--- src/sv/psv_pkg.sv ---
package psv_pkg;

   localparam int DefLineDepth = 4096;

   localparam int ExciteW   = 16;
   localparam int SampleW   = 16;
   localparam int CoefW     = 18;
   localparam int DelayLenW = 13;
   localparam int StateW    = 32;
   localparam int CsrIndexW = 3;
   localparam int CsrDataW  = 18;

   // shared multiplier: coefficient times a 33-bit signed operand
   localparam int MulBW = 33;
   localparam int ProdW = CoefW + MulBW;
   localparam int AccW  = 51;

   localparam logic [CsrIndexW-1:0] CsrDelayLen = 3'd0;
   localparam logic [CsrIndexW-1:0] CsrTapCoef0 = 3'd1;
   localparam logic [CsrIndexW-1:0] CsrTapCoef1 = 3'd2;
   localparam logic [CsrIndexW-1:0] CsrTapCoef2 = 3'd3;
   localparam logic [CsrIndexW-1:0] CsrTapCoef3 = 3'd4;
   localparam logic [CsrIndexW-1:0] CsrDcGain   = 3'd5;
   localparam logic [CsrIndexW-1:0] CsrDcPole   = 3'd6;

   localparam logic [DelayLenW-1:0]    DelayLenRst = 13'd100;
   localparam logic signed [CoefW-1:0] DcGainRst   = 18'sd65536;
   localparam logic signed [CoefW-1:0] DcPoleRst   = 18'sd65000;

   localparam logic [1:0] MulTap  = 2'd0;
   localparam logic [1:0] MulPole = 2'd1;
   localparam logic [1:0] MulGain = 2'd2;

   typedef struct packed {
      logic       load;
      logic       clear_wr;
      logic       rd_en;
      logic       mul_en;
      logic [1:0] mul_sel;
      logic [1:0] tap_idx;
      logic       acc_init;
      logic       acc_add_tap;
      logic       acc_add_pole;
      logic       znew_en;
      logic       diff_en;
      logic       finish;
   } psv_cmd_type;

   typedef struct packed {
      logic clear_last;
      logic out_free;
   } psv_status_type;

endpackage

--- src/sv/psv_ctrl.sv ---
module psv_ctrl (
   input  logic                     clock,
   input  logic                     reset,
   input  logic                     req_valid,
   output logic                     req_ready,
   input  psv_pkg::psv_status_type  status,
   output psv_pkg::psv_cmd_type     cmd
);
   import psv_pkg::*;

   localparam logic [1:0] SClear  = 2'd0;
   localparam logic [1:0] SIdle   = 2'd1;
   localparam logic [1:0] SRun    = 2'd2;
   localparam logic [1:0] SFinish = 2'd3;

   localparam logic [3:0] StepRd0   = 4'd1;
   localparam logic [3:0] StepRd1   = 4'd2;
   localparam logic [3:0] StepRd2   = 4'd3;
   localparam logic [3:0] StepRd3   = 4'd4;
   localparam logic [3:0] StepMac3  = 4'd5;
   localparam logic [3:0] StepPole  = 4'd6;
   localparam logic [3:0] StepSum   = 4'd7;
   localparam logic [3:0] StepRound = 4'd8;
   localparam logic [3:0] StepDiff  = 4'd9;
   localparam logic [3:0] StepGain  = 4'd10;

   logic [1:0] state_ff, state_in;
   logic [3:0] step_ff, step_in;

   always_comb begin
      cmd       = '0;
      state_in  = state_ff;
      step_in   = step_ff;
      req_ready = 1'b0;
      unique case (state_ff)
         SClear: begin
            cmd.clear_wr = 1'b1;
            if (status.clear_last) begin
               state_in = SIdle;
            end
         end
         SIdle: begin
            req_ready = 1'b1;
            if (req_valid) begin
               cmd.load = 1'b1;
               state_in = SRun;
               step_in  = StepRd0;
            end
         end
         SRun: begin
            step_in = step_ff + 4'd1;
            unique case (step_ff)
               StepRd0: begin
                  cmd.rd_en    = 1'b1;
                  cmd.acc_init = 1'b1;
               end
               StepRd1: begin
                  cmd.rd_en   = 1'b1;
                  cmd.mul_en  = 1'b1;
                  cmd.mul_sel = MulTap;
                  cmd.tap_idx = 2'd0;
               end
               StepRd2: begin
                  cmd.rd_en       = 1'b1;
                  cmd.mul_en      = 1'b1;
                  cmd.mul_sel     = MulTap;
                  cmd.tap_idx     = 2'd1;
                  cmd.acc_add_tap = 1'b1;
               end
               StepRd3: begin
                  cmd.rd_en       = 1'b1;
                  cmd.mul_en      = 1'b1;
                  cmd.mul_sel     = MulTap;
                  cmd.tap_idx     = 2'd2;
                  cmd.acc_add_tap = 1'b1;
               end
               StepMac3: begin
                  cmd.mul_en      = 1'b1;
                  cmd.mul_sel     = MulTap;
                  cmd.tap_idx     = 2'd3;
                  cmd.acc_add_tap = 1'b1;
               end
               StepPole: begin
                  cmd.mul_en      = 1'b1;
                  cmd.mul_sel     = MulPole;
                  cmd.acc_add_tap = 1'b1;
               end
               StepSum: begin
                  cmd.acc_add_pole = 1'b1;
               end
               StepRound: begin
                  cmd.znew_en = 1'b1;
               end
               StepDiff: begin
                  cmd.diff_en = 1'b1;
               end
               StepGain: begin
                  cmd.mul_en  = 1'b1;
                  cmd.mul_sel = MulGain;
                  state_in    = SFinish;
               end
               default: begin
                  state_in = SFinish;
               end
            endcase
         end
         SFinish: begin
            // hold the result until the output register can take it
            if (status.out_free) begin
               cmd.finish = 1'b1;
               state_in   = SIdle;
            end
         end
         default: begin
            state_in = SClear;
         end
      endcase
   end

   always_ff @(posedge clock) begin
      if (reset) begin
         state_ff <= SClear;
         step_ff  <= '0;
      end else begin
         state_ff <= state_in;
         step_ff  <= step_in;
      end
   end

endmodule

--- config.mk ---
export PLATFORM = sky130hd
export DESIGN_NAME = psv_ctrl
export DESIGN_NICKNAME = d
export VERILOG_FILES = /design/src/sv/psv_pkg.sv /design/src/sv/psv_ctrl.sv
export SDC_FILE = /design/constraint.sdc
export NUM_CORES = 1
export LEC_CHECK = 0
export ABC_AREA = 1
export BUFFER_PORTS_ARGS = -buffer_cell sky130_fd_sc_hd__buf_2
export CORE_MARGIN = 2
export CORE_UTILIZATION = 36
export CTS_BUF_LIST = sky130_fd_sc_hd__clkbuf_16
export CTS_CLUSTER_DIAMETER = 100
export CTS_CLUSTER_SIZE = 28
export DETAILED_ROUTE_END_ITERATION = 16
export GPL_TIMING_DRIVEN = 1
export PLACE_DENSITY_LB_ADDON = 0.15
export SKIP_LAST_GASP = 1
export SYNTH_ARGS = -nofsm -noshare
export SYNTH_HDL_FRONTEND = slang
export SYNTH_SLANG_ARGS = --single-unit
--- constraint.sdc ---
create_clock -name clock -period 1.6 [get_ports clock]
set_input_delay 0.32 -clock clock [delete_from_list [all_inputs] [get_ports clock]]
set_output_delay 0.32 -clock clock [all_outputs]
set_load 0.03 [all_outputs]
==> reports/results.tsv, run 1 <==
metric	value	unit
die_area	0.002159	sq mm
totalWireLength	1.904	mm
cp.arrival	1.38	ns
final.period_utilization	106.1	%
final-setup-viol-count	8	
cp_slowest_stage_delay	0.37	ns
slowest_stage	dfxtp_4	
tightest_slew	0.3086	ns
failed_checks	setup timing	
clock-skew-final	0.0003256	ns
detail-route-antenna-nets	0	
grt_antenna_before_repair	0	
timing.setup.tns	-0.3431	ns
worstPathRequired	1.28	ns
grt_setup_unrepaired	yes	
synth.ff_latch_count	6	
hold_buffers	0	
port_buffers	19	
layout.cells.most_common_list	buf_4, nand2_1, nor2_1	
reg2reg_setup_slack	0.08	ns
vias_per_std_cell	4.905	
timing.fmax	589.0	MHz
max_rail_drop_vdd	1.074	mV
final_hold_viol_count	0	
count_of_cells_along_the_worst_register_to_register_path	12	
hold_class	input pin to register	
critPathLaunchType	register	
p_seq_share	15.7	%
critical_path_peak_fanout	3	
cellPowerDensity	1319	mW/mm^2
ctsRootBufferMaster	clkbuf_16	
tritoncts	built	
clock_power_share	25.6	%
cts_sinks	6	
detail_route.wl_per_cell	12.05	um
criticalPathCategory	register to output pin	
internal_power	0.8923	mW
clk_pin_slew	0.03	ns
clk_latency	0.23	ns
area_growth_syn_to_layout	82.08	%
cts.path.max_buffers	2	
drt_iter0_drc	10	
ys_types	22	
critical_r2r_capture	state_ff[0]	
ioPinCount	20	
initial_core_util	38.02	%
cts_htree_levels	1	
cts_inserted_buffers	3	
mappedNetlistNets	112	
floorplan.die.width	46.47	um
hold_path_depth	2	
power_dissipated_by_switching_net_loads	0.6674	mW
status	complete, but fails checks	
fp.coreArea	0.001708	sq mm
worstSetupEndpointType	output pin	
fin_hold_ws	0.2757	ns
netlist_instances	98	
max_slew_margin	79.21	%
timing.final.ws_setup	-0.09769	ns
gp_congestion	0.7708	
finalNetCount	149	
routed_vias	775	
post_route_cells_drive_above_1_share	58.65	%
groute.usage.overall	17.96	%
worst_hold_startpoint	reset	
firstDrtPassIters	3	
comb_power_share	58.7	%
grt_max_degree	14	
mostFrequentLayoutCell	buf_4	
dp_hpwl	1.252	mm
n_antenna_cell	0	
floorplan.die.height	46.47	um
cp_top_family	flip-flops	
postSynthAreaPerCell	6.626	sq um
synth.yosys.warnings	0	
synth_sequential_area_ratio	18.50	%
first_global_vias	692	
globalRoute.totalOverflow	0	
path_buf_inv	3	
global_route_wire_length_before_repair	2.746	mm
min_to	step_ff[1]	
critical_path.reg2reg.startpoint	step_ff[0]	
design_power_total	1.560	mW
placement_rows	15	
power.share.switching	42.79	%
drc_errors	0	
cellLeakagePower	0.5431	nW
synth_area	649.4	sq um
worstPathCellList	inv_4, buf_6, ha_4, nand3_4, nand3_2, nand2_2, o31ai_2, buf_4	
cap_violations	0	
fin_max_slew_vios	0	
finalWorstPathRequiredPeriod	1.698	ns
state kept, by name (all words and copies together), names as in the netlist:
signal	cells
step_ff	4
state_ff	2
kinds of logic after synthesis:
family                   Yosys count  share of synthesized area (%)
buffers and inverters             22                          15.99
AO/OA/AOI/OAI                     11                          10.21
AND/OR/NAND/NOR                   50                          37.96
flip-flops                         6                          18.50
adder cells (fa/ha/maj)            9                          17.34
how the worst max path moves through the flow:
| stage | from | to | slack (ns) | cells after the start |
|---|---|---|---|---|
| 6_report | step_ff[0] | cmd[10] | -0.1 | 8 |
| 3_5_place_dp | step_ff[1] | cmd[10] | 0.05 | 9 |
| 4_1_cts | step_ff[0] | cmd[8] | -0.11 | 6 |
| 2_1_floorplan | state_ff[0] | cmd[8] | -0.16 | 5 |
| 5_1_grt | step_ff[1] | cmd[10] | -0.17 | 9 |
| 3_3_place_gp | step_ff[0] | cmd[10] | 0.06 | 9 |
Yosys cell counts:
| library cell | n | area share, % |
|---|---|---|
| a21oi_1 | 5 | 3.9 |
| inv_1 | 15 | 8.7 |
| o21ai_0 | 2 | 1.5 |
| o21ai_2 | 1 | 1.3 |
| inv_4 | 2 | 1.9 |
| nand2_1 | 14 | 8.1 |
| nor2_1 | 13 | 7.5 |
| inv_2 | 2 | 1.2 |
| nand2_2 | 4 | 3.9 |
| ha_1 | 9 | 17 |
| buf_6 | 2 | 3.5 |
| nor4_1 | 3 | 2.9 |
| nor3_1 | 4 | 3.1 |
| nand3_1 | 4 | 3.1 |
| buf_2 | 1 | 0.77 |
| o21bai_1 | 1 | 1.2 |
| a211oi_1 | 1 | 1.2 |
| nor2_2 | 3 | 2.9 |
| o31ai_1 | 1 | 1.2 |
| dfxtp_1 | 6 | 18 |
| nand3_2 | 3 | 4.6 |
| nand4_1 | 2 | 1.9 |
through the flow:
stage / util, % / std cells / area (sq um) / worst slack (ns)
2_1_floorplan: - / 98 / 681.9 / -0.1580
3_3_place_gp: 50.55 / 150 / 863.3 / 0.05913
3_5_place_dp: 50.55 / 150 / 863.3 / 0.05018
4_1_cts: 64.54 / 156 / 1102 / -0.1124
5_1_grt: 69.23 / 158 / 1182 / -0.1707
6_report: 69.23 / 158 / 1182 / -0.09769
power groups by stage:
stage	Sequential, mW	Clock, mW	Combinational [mW]
5_1_grt	0.254	0.424	0.992
3_5_place_dp	0.216	0	0.673
6_report	0.245	0.400	0.915
2_1_floorplan	0.216	0	0.478
4_1_cts	0.245	0.407	0.799
3_3_place_gp	0.216	0	0.673
timing repair:
action | in CTS | in global routing
cloned | 0 | 0
buffers inserted | 3 | 3
pin swaps | 8 | 8
setup endpoints to repair | 12 | 14
gates resized for setup | 41 | 20
layout make-up:
cell class,count,area (sq um)
multi-input cells,70,578.1
fillers,122,525.5
repair buffers,35,275.3
flip-flops and latches,6,136.4
inverters,19,86.33
clock buffers,3,75.07
well taps,25,31.28
metal layers:
metal | track usage (%) | up-vias | share of wire (%)
li1 | - | 385 | -
met2 | 30.56 | 21 | 50
met3 | 3.137 | 10 | 2.7
met1 | 20.79 | 359 | 43
met4 | 10.29 | 0 | 3.8
met5 | 0 | - | 0
No activity file was read; power rests on OpenSTA's default activity.
==> run 2, diff against run 1 <==
--- a/config.mk
+++ b/config.mk
@@ -7,8 +7,9 @@
 export LEC_CHECK = 0
 export ABC_AREA = 1
 export BUFFER_PORTS_ARGS = -buffer_cell sky130_fd_sc_hd__buf_2
+export CORE_ASPECT_RATIO = 0.6
 export CORE_MARGIN = 2
-export CORE_UTILIZATION = 36
+export CORE_UTILIZATION = 30
 export CTS_BUF_LIST = sky130_fd_sc_hd__clkbuf_16
 export CTS_CLUSTER_DIAMETER = 100
 export CTS_CLUSTER_SIZE = 28
==> reports/results.tsv, run 2 (synthesis results as in run 1) <==
metric	value	unit
finalWorstPathRequiredPeriod	1.692	ns
mostFrequentLayoutCell	buf_4	
dpl.cell_count	153	
failed_checks	setup timing	
floorplan.die.width	64.07	um
cts_htree_levels	1	
die_area	0.002565	sq mm
gp_congestion	0.8365	
multiInputGateArea	568.0	sq um
grtUsageMet3	3.371	%
placement_rows	12	
drc_errors	0	
floorplan.die.height	40.04	um
cellLeakagePower	0.5268	nW
grt_antenna_before_repair	0	
placement.setup.worst_slack	0.03779	ns
filler_cell_count	177	
totalWireLength	1.922	mm
dp_hpwl	1.433	mm
port_buffers	19	
timing.setup.tns	-0.2524	ns
grt_max_degree	14	
critPathLaunchType	register	
fin_area	0.001146	sq mm
worstSetupEndpointType	output pin	
firstDrtPassIters	6	
cts_sinks	6	
cts_inserted_buffers	3	
detail_route.wl_per_cell	12.09	um
clk_pin_slew	0.03	ns
hold_class	input pin to register	
drt_iter0_drc	24	
criticalPathCategory	register to output pin	
ctsRootBufferMaster	clkbuf_16	
timing.final.ws_setup	-0.09227	ns
grt.met1_usage	22.28	%
cp.arrival	1.37	ns
ioPinCount	20	
cts.path.max_buffers	2	
globalRoute.totalOverflow	0	
cellPowerDensity	1313	mW/mm^2
clock-skew-final	0.0009155	ns
min_to	step_ff[1]	
critical_path.reg2reg.startpoint	step_ff[1]	
fin_max_slew_vios	0	
critical_path_peak_fanout	3	
tritoncts	built	
first_global_vias	611	
count_of_cells_along_the_worst_register_to_register_path	13	
hold_path_depth	2	
vias_per_std_cell	4.667	
max_rail_drop_vdd	0.6366	mV
status	complete, but fails checks	
globalRoute.busiestLayer	met2	
largestRegisters	step_ff x4, state_ff x2	
max_flop_register	step_ff	
routed_vias	742	
clk_latency	0.22	ns
max_slew_margin	80.36	%
groute.usage.overall	15.91	%
layout.cells.most_common_list	buf_4, nor2_1, nand2_1	
post_route_cells_drive_above_1_share	58.78	%
global_route_wire_length_before_repair	2.973	mm
met2_usage	24.74	%
n_antenna_cell	0	
worst_hold_startpoint	reset	
final-setup-viol-count	6	
fp.coreArea	0.001937	sq mm
finalNetCount	147	
grt_setup_unrepaired	yes	
timing.fmax	590.9	MHz
worstPathRequired	1.28	ns
final.period_utilization	105.8	%
largest_register_ff_count	4	
final_hold_viol_count	0	
detailed_place.area	867.1	sq um
hold_buffers	0	
initial_core_util	33.53	%
area_growth_syn_to_layout	76.49	%
critical_r2r_capture	state_ff[1]	
finalNonFillerCells	159	
detail-route-antenna-nets	0	
tightest_slew	0.2946	ns
design_power_total	1.505	mW
reg2reg_setup_slack	0.10	ns
cap_violations	0	
final-seq-area	131.4	sq um
## run 2: worst max path at each step
| stage | slack, ns | from | cells past startpoint | end |
|---|---|---|---|---|
| CTS | -0.11 | step_ff[1] | 6 | cmd[8] |
| finish | -0.09 | step_ff[1] | 6 | cmd[10] |
| detailed placement | 0.04 | step_ff[0] | 9 | cmd[10] |
| global placement | 0.08 | step_ff[1] | 9 | cmd[10] |
| floorplan | -0.16 | state_ff[0] | 5 | cmd[8] |
| global route | -0.15 | step_ff[0] | 9 | cmd[10] |
## run 2: through the flow
stage | util (%) | hold slack [ns]
2_1_floorplan | - | 0.3891
3_3_place_gp | 44.77 | 0.5105
3_5_place_dp | 44.77 | 0.5214
4_1_cts | 55.43 | 0.2778
5_1_grt | 59.17 | 0.2838
6_report | 59.17 | 0.2788
## run 2: cell type report
| cell class | instances | area share (%) |
|---|---|---|
| Multi-Input combinational cell | 70 | 49.56 |
| Timing Repair Buffer | 33 | 21.62 |
| Inverter | 19 | 7.751 |
| Tap cell | 28 | 3.057 |
| Sequential cell | 6 | 11.46 |
| Clock buffer | 3 | 6.550 |
## run 2: what timing repair did
| item | CTS | global route |
|---|---|---|
| pin swaps | 2 | 6 |
| endpoints found under the setup margin | 12 | 14 |
| gates resized for setup | 40 | 14 |
| buffers inserted | 2 | 1 |
## run 2: critical path, cell delays in order, from the launching register on
cell and delay [ns]:
dfxtp_2 0.33, buf_6 0.12, ha_4 0.14, inv_4 0.04, buf_6 0.12, o31ai_2 0.21, buf_4 0.19
## run 2: metal layers
metal  part of all wire (%)  vias to the layer above  routed length [um]
met1                     52                      343                 998
met5                      0                        -                   0
met2                     45                       18                 862
met3                    3.1                        0                  60
li1                       -                      381                   -
met4                      0                        0                   0
## run 2: power by group
| group | internal [mW] | total (mW) | switching [mW] |
|---|---|---|---|
| Clock | 0.320 | 0.400 | 0.0798 |
| Sequential | 0.198 | 0.250 | 0.0519 |
| Combinational | 0.337 | 0.855 | 0.518 |
==> run 3, diff against run 2 <==
--- a/config.mk
+++ b/config.mk
@@ -7,8 +7,7 @@
 export LEC_CHECK = 0
 export ABC_AREA = 1
 export BUFFER_PORTS_ARGS = -buffer_cell sky130_fd_sc_hd__buf_2
-export CORE_ASPECT_RATIO = 0.6
-export CORE_MARGIN = 2
+export CORE_MARGIN = 8
 export CORE_UTILIZATION = 30
 export CTS_BUF_LIST = sky130_fd_sc_hd__clkbuf_16
 export CTS_CLUSTER_DIAMETER = 100
==> reports/results.tsv, run 3 (synthesis results as in run 1) <==
metric	value	unit
criticalPathCategory	register to output pin	
cp.arrival	1.37	ns
worstSetupEndpointType	output pin	
floorplan.die.width	62.53	um
largestRegisters	step_ff x4, state_ff x2	
finalNonFillerCells	157	
drc_errors	0	
timing.setup.tns	-0.3045	ns
fin_hold_ws	0.2768	ns
critPathLaunchType	register	
area_growth_syn_to_layout	76.30	%
vias_per_std_cell	4.580	
routed_vias	719	
initial_core_util	30.53	%
clock_power_share	27.0	%
placement.setup.worst_slack	0.01295	ns
failed_checks	setup timing	
largest_register_ff_count	4	
first_global_vias	770	
finalNetCount	145	
cap_violations	0	
grt_setup_unrepaired	yes	
clk_pin_slew	0.04	ns
fin_area	0.001145	sq mm
groute.usage.overall	10.25	%
detail_route.wl_per_cell	12.10	um
dpl.cell_count	152	
detail-route-antenna-nets	0	
clk_latency	0.23	ns
final-setup-viol-count	4	
worstPathRequired	1.28	ns
tritoncts	built	
drt_iter0_drc	11	
status	complete, but fails checks	
max_rail_drop_vdd	0.9026	mV
globalRoute.totalOverflow	0	
cts.path.max_buffers	2	
fp.coreArea	0.002127	sq mm
max_slew_margin	82.14	%
cellPowerDensity	1303	mW/mm^2
totalWireLength	1.899	mm
hold_buffers	0	
timing.final.ws_setup	-0.09180	ns
detailed_place.area	859.6	sq um
floorplan.die.height	62.53	um
timing.fmax	591.1	MHz
grt_antenna_before_repair	0	
max_flop_register	step_ff	
placement_rows	17	
ioPinCount	20	
p_seq_share	16.8	%
die_area	0.003909	sq mm
layout.cells.most_common_list	nand2_1, nor2_1, buf_4	
tightest_slew	0.2678	ns
critical_path_peak_fanout	4	
fin_max_slew_vios	0	
final_hold_viol_count	0	
power.share.switching	42.89	%
n_antenna_cell	0	
cts_htree_levels	1	
post_route_cells_drive_above_1_share	55.04	%
hold_class	input pin to register	
global_route_wire_length_before_repair	3.360	mm
cellLeakagePower	0.5334	nW
cts_inserted_buffers	3	
grt_max_degree	13	
cts_sinks	6	
power_dissipated_by_switching_net_loads	0.6399	mW
final.period_utilization	105.7	%
firstDrtPassIters	2	
gp_congestion	0.8031	
dp_hpwl	1.471	mm
comb_power_share	56.3	%
port_buffers	19	
internal_power	0.8519	mW
ctsRootBufferMaster	clkbuf_16	
clock-skew-final	0.003849	ns
finalWorstPathRequiredPeriod	1.692	ns
## run 3: cell count changes in the layout (fill, tap and decap cells not counted), sizes merged
cell    delta
clkbuf     -1
buf        -1
## run 3: what timing repair did
action / 4_1_cts / 5_1_grt
buffers inserted: 1 / 1
pin swaps: 3 / 5
resized for setup: 43 / 11
cloned: 0 / 0
endpoints found under the setup margin: 12 / 10
## run 3: per-layer routing
metal	vias to the layer above	track usage, %	share of wire [%]	wire (um)
met4	0	4.274	1.2	23
met3	4	3.047	4.2	80
met1	323	10.95	43	808
met2	16	18.24	52	986
met5	-	0	0	0
li1	376	-	-	-
## run 3: metrics by stage
stage,utilization (%),power (mW)
floorplan,-,0.6937
global placement,40.41,0.8933
detailed placement,40.41,0.8993
CTS,50.47,1.455
finish,53.82,1.492
global route,53.82,1.602
## run 3: worst max-delay path: stages, from the launching register on
cell,delay (ns)
dfxtp_4,0.39
inv_6,0.05
ha_4,0.16
inv_4,0.05
nand2_2,0.05
nand2_2,0.06
nand3_2,0.08
nand2_4,0.09
o31ai_4,0.07
buf_6,0.14
## run 3: layout make-up
class	count	area (sq um)
Tap cell	28	35.03
Inverter	19	88.84
Multi-Input combinational cell	70	570.5
Timing Repair Buffer	31	244.0
Fill cell	213	982.2
Sequential cell	6	131.4
Clock buffer	3	75.07
## run 3: path summary, 6_finish.rpt
path	cells past startpoint	slack [ns]	startpoint	to
worst min-delay path	2	0.28	reset	step_ff[1]
worst max-delay path	9	-0.09	step_ff[0]	cmd[10]
worst max register to register	12	0.17	step_ff[0]	state_ff[1]
worst min register to register	2	0.48	step_ff[1]	step_ff[1]
## run 3: power by group through the flow
stage | sequential, mW | combinational [mW] | clock [mW]
finish | 0.250 | 0.839 | 0.402
global route | 0.258 | 0.924 | 0.420
global placement | 0.214 | 0.679 | 0
detailed placement | 0.217 | 0.682 | 0
CTS | 0.248 | 0.797 | 0.409
floorplan | 0.216 | 0.478 | 0
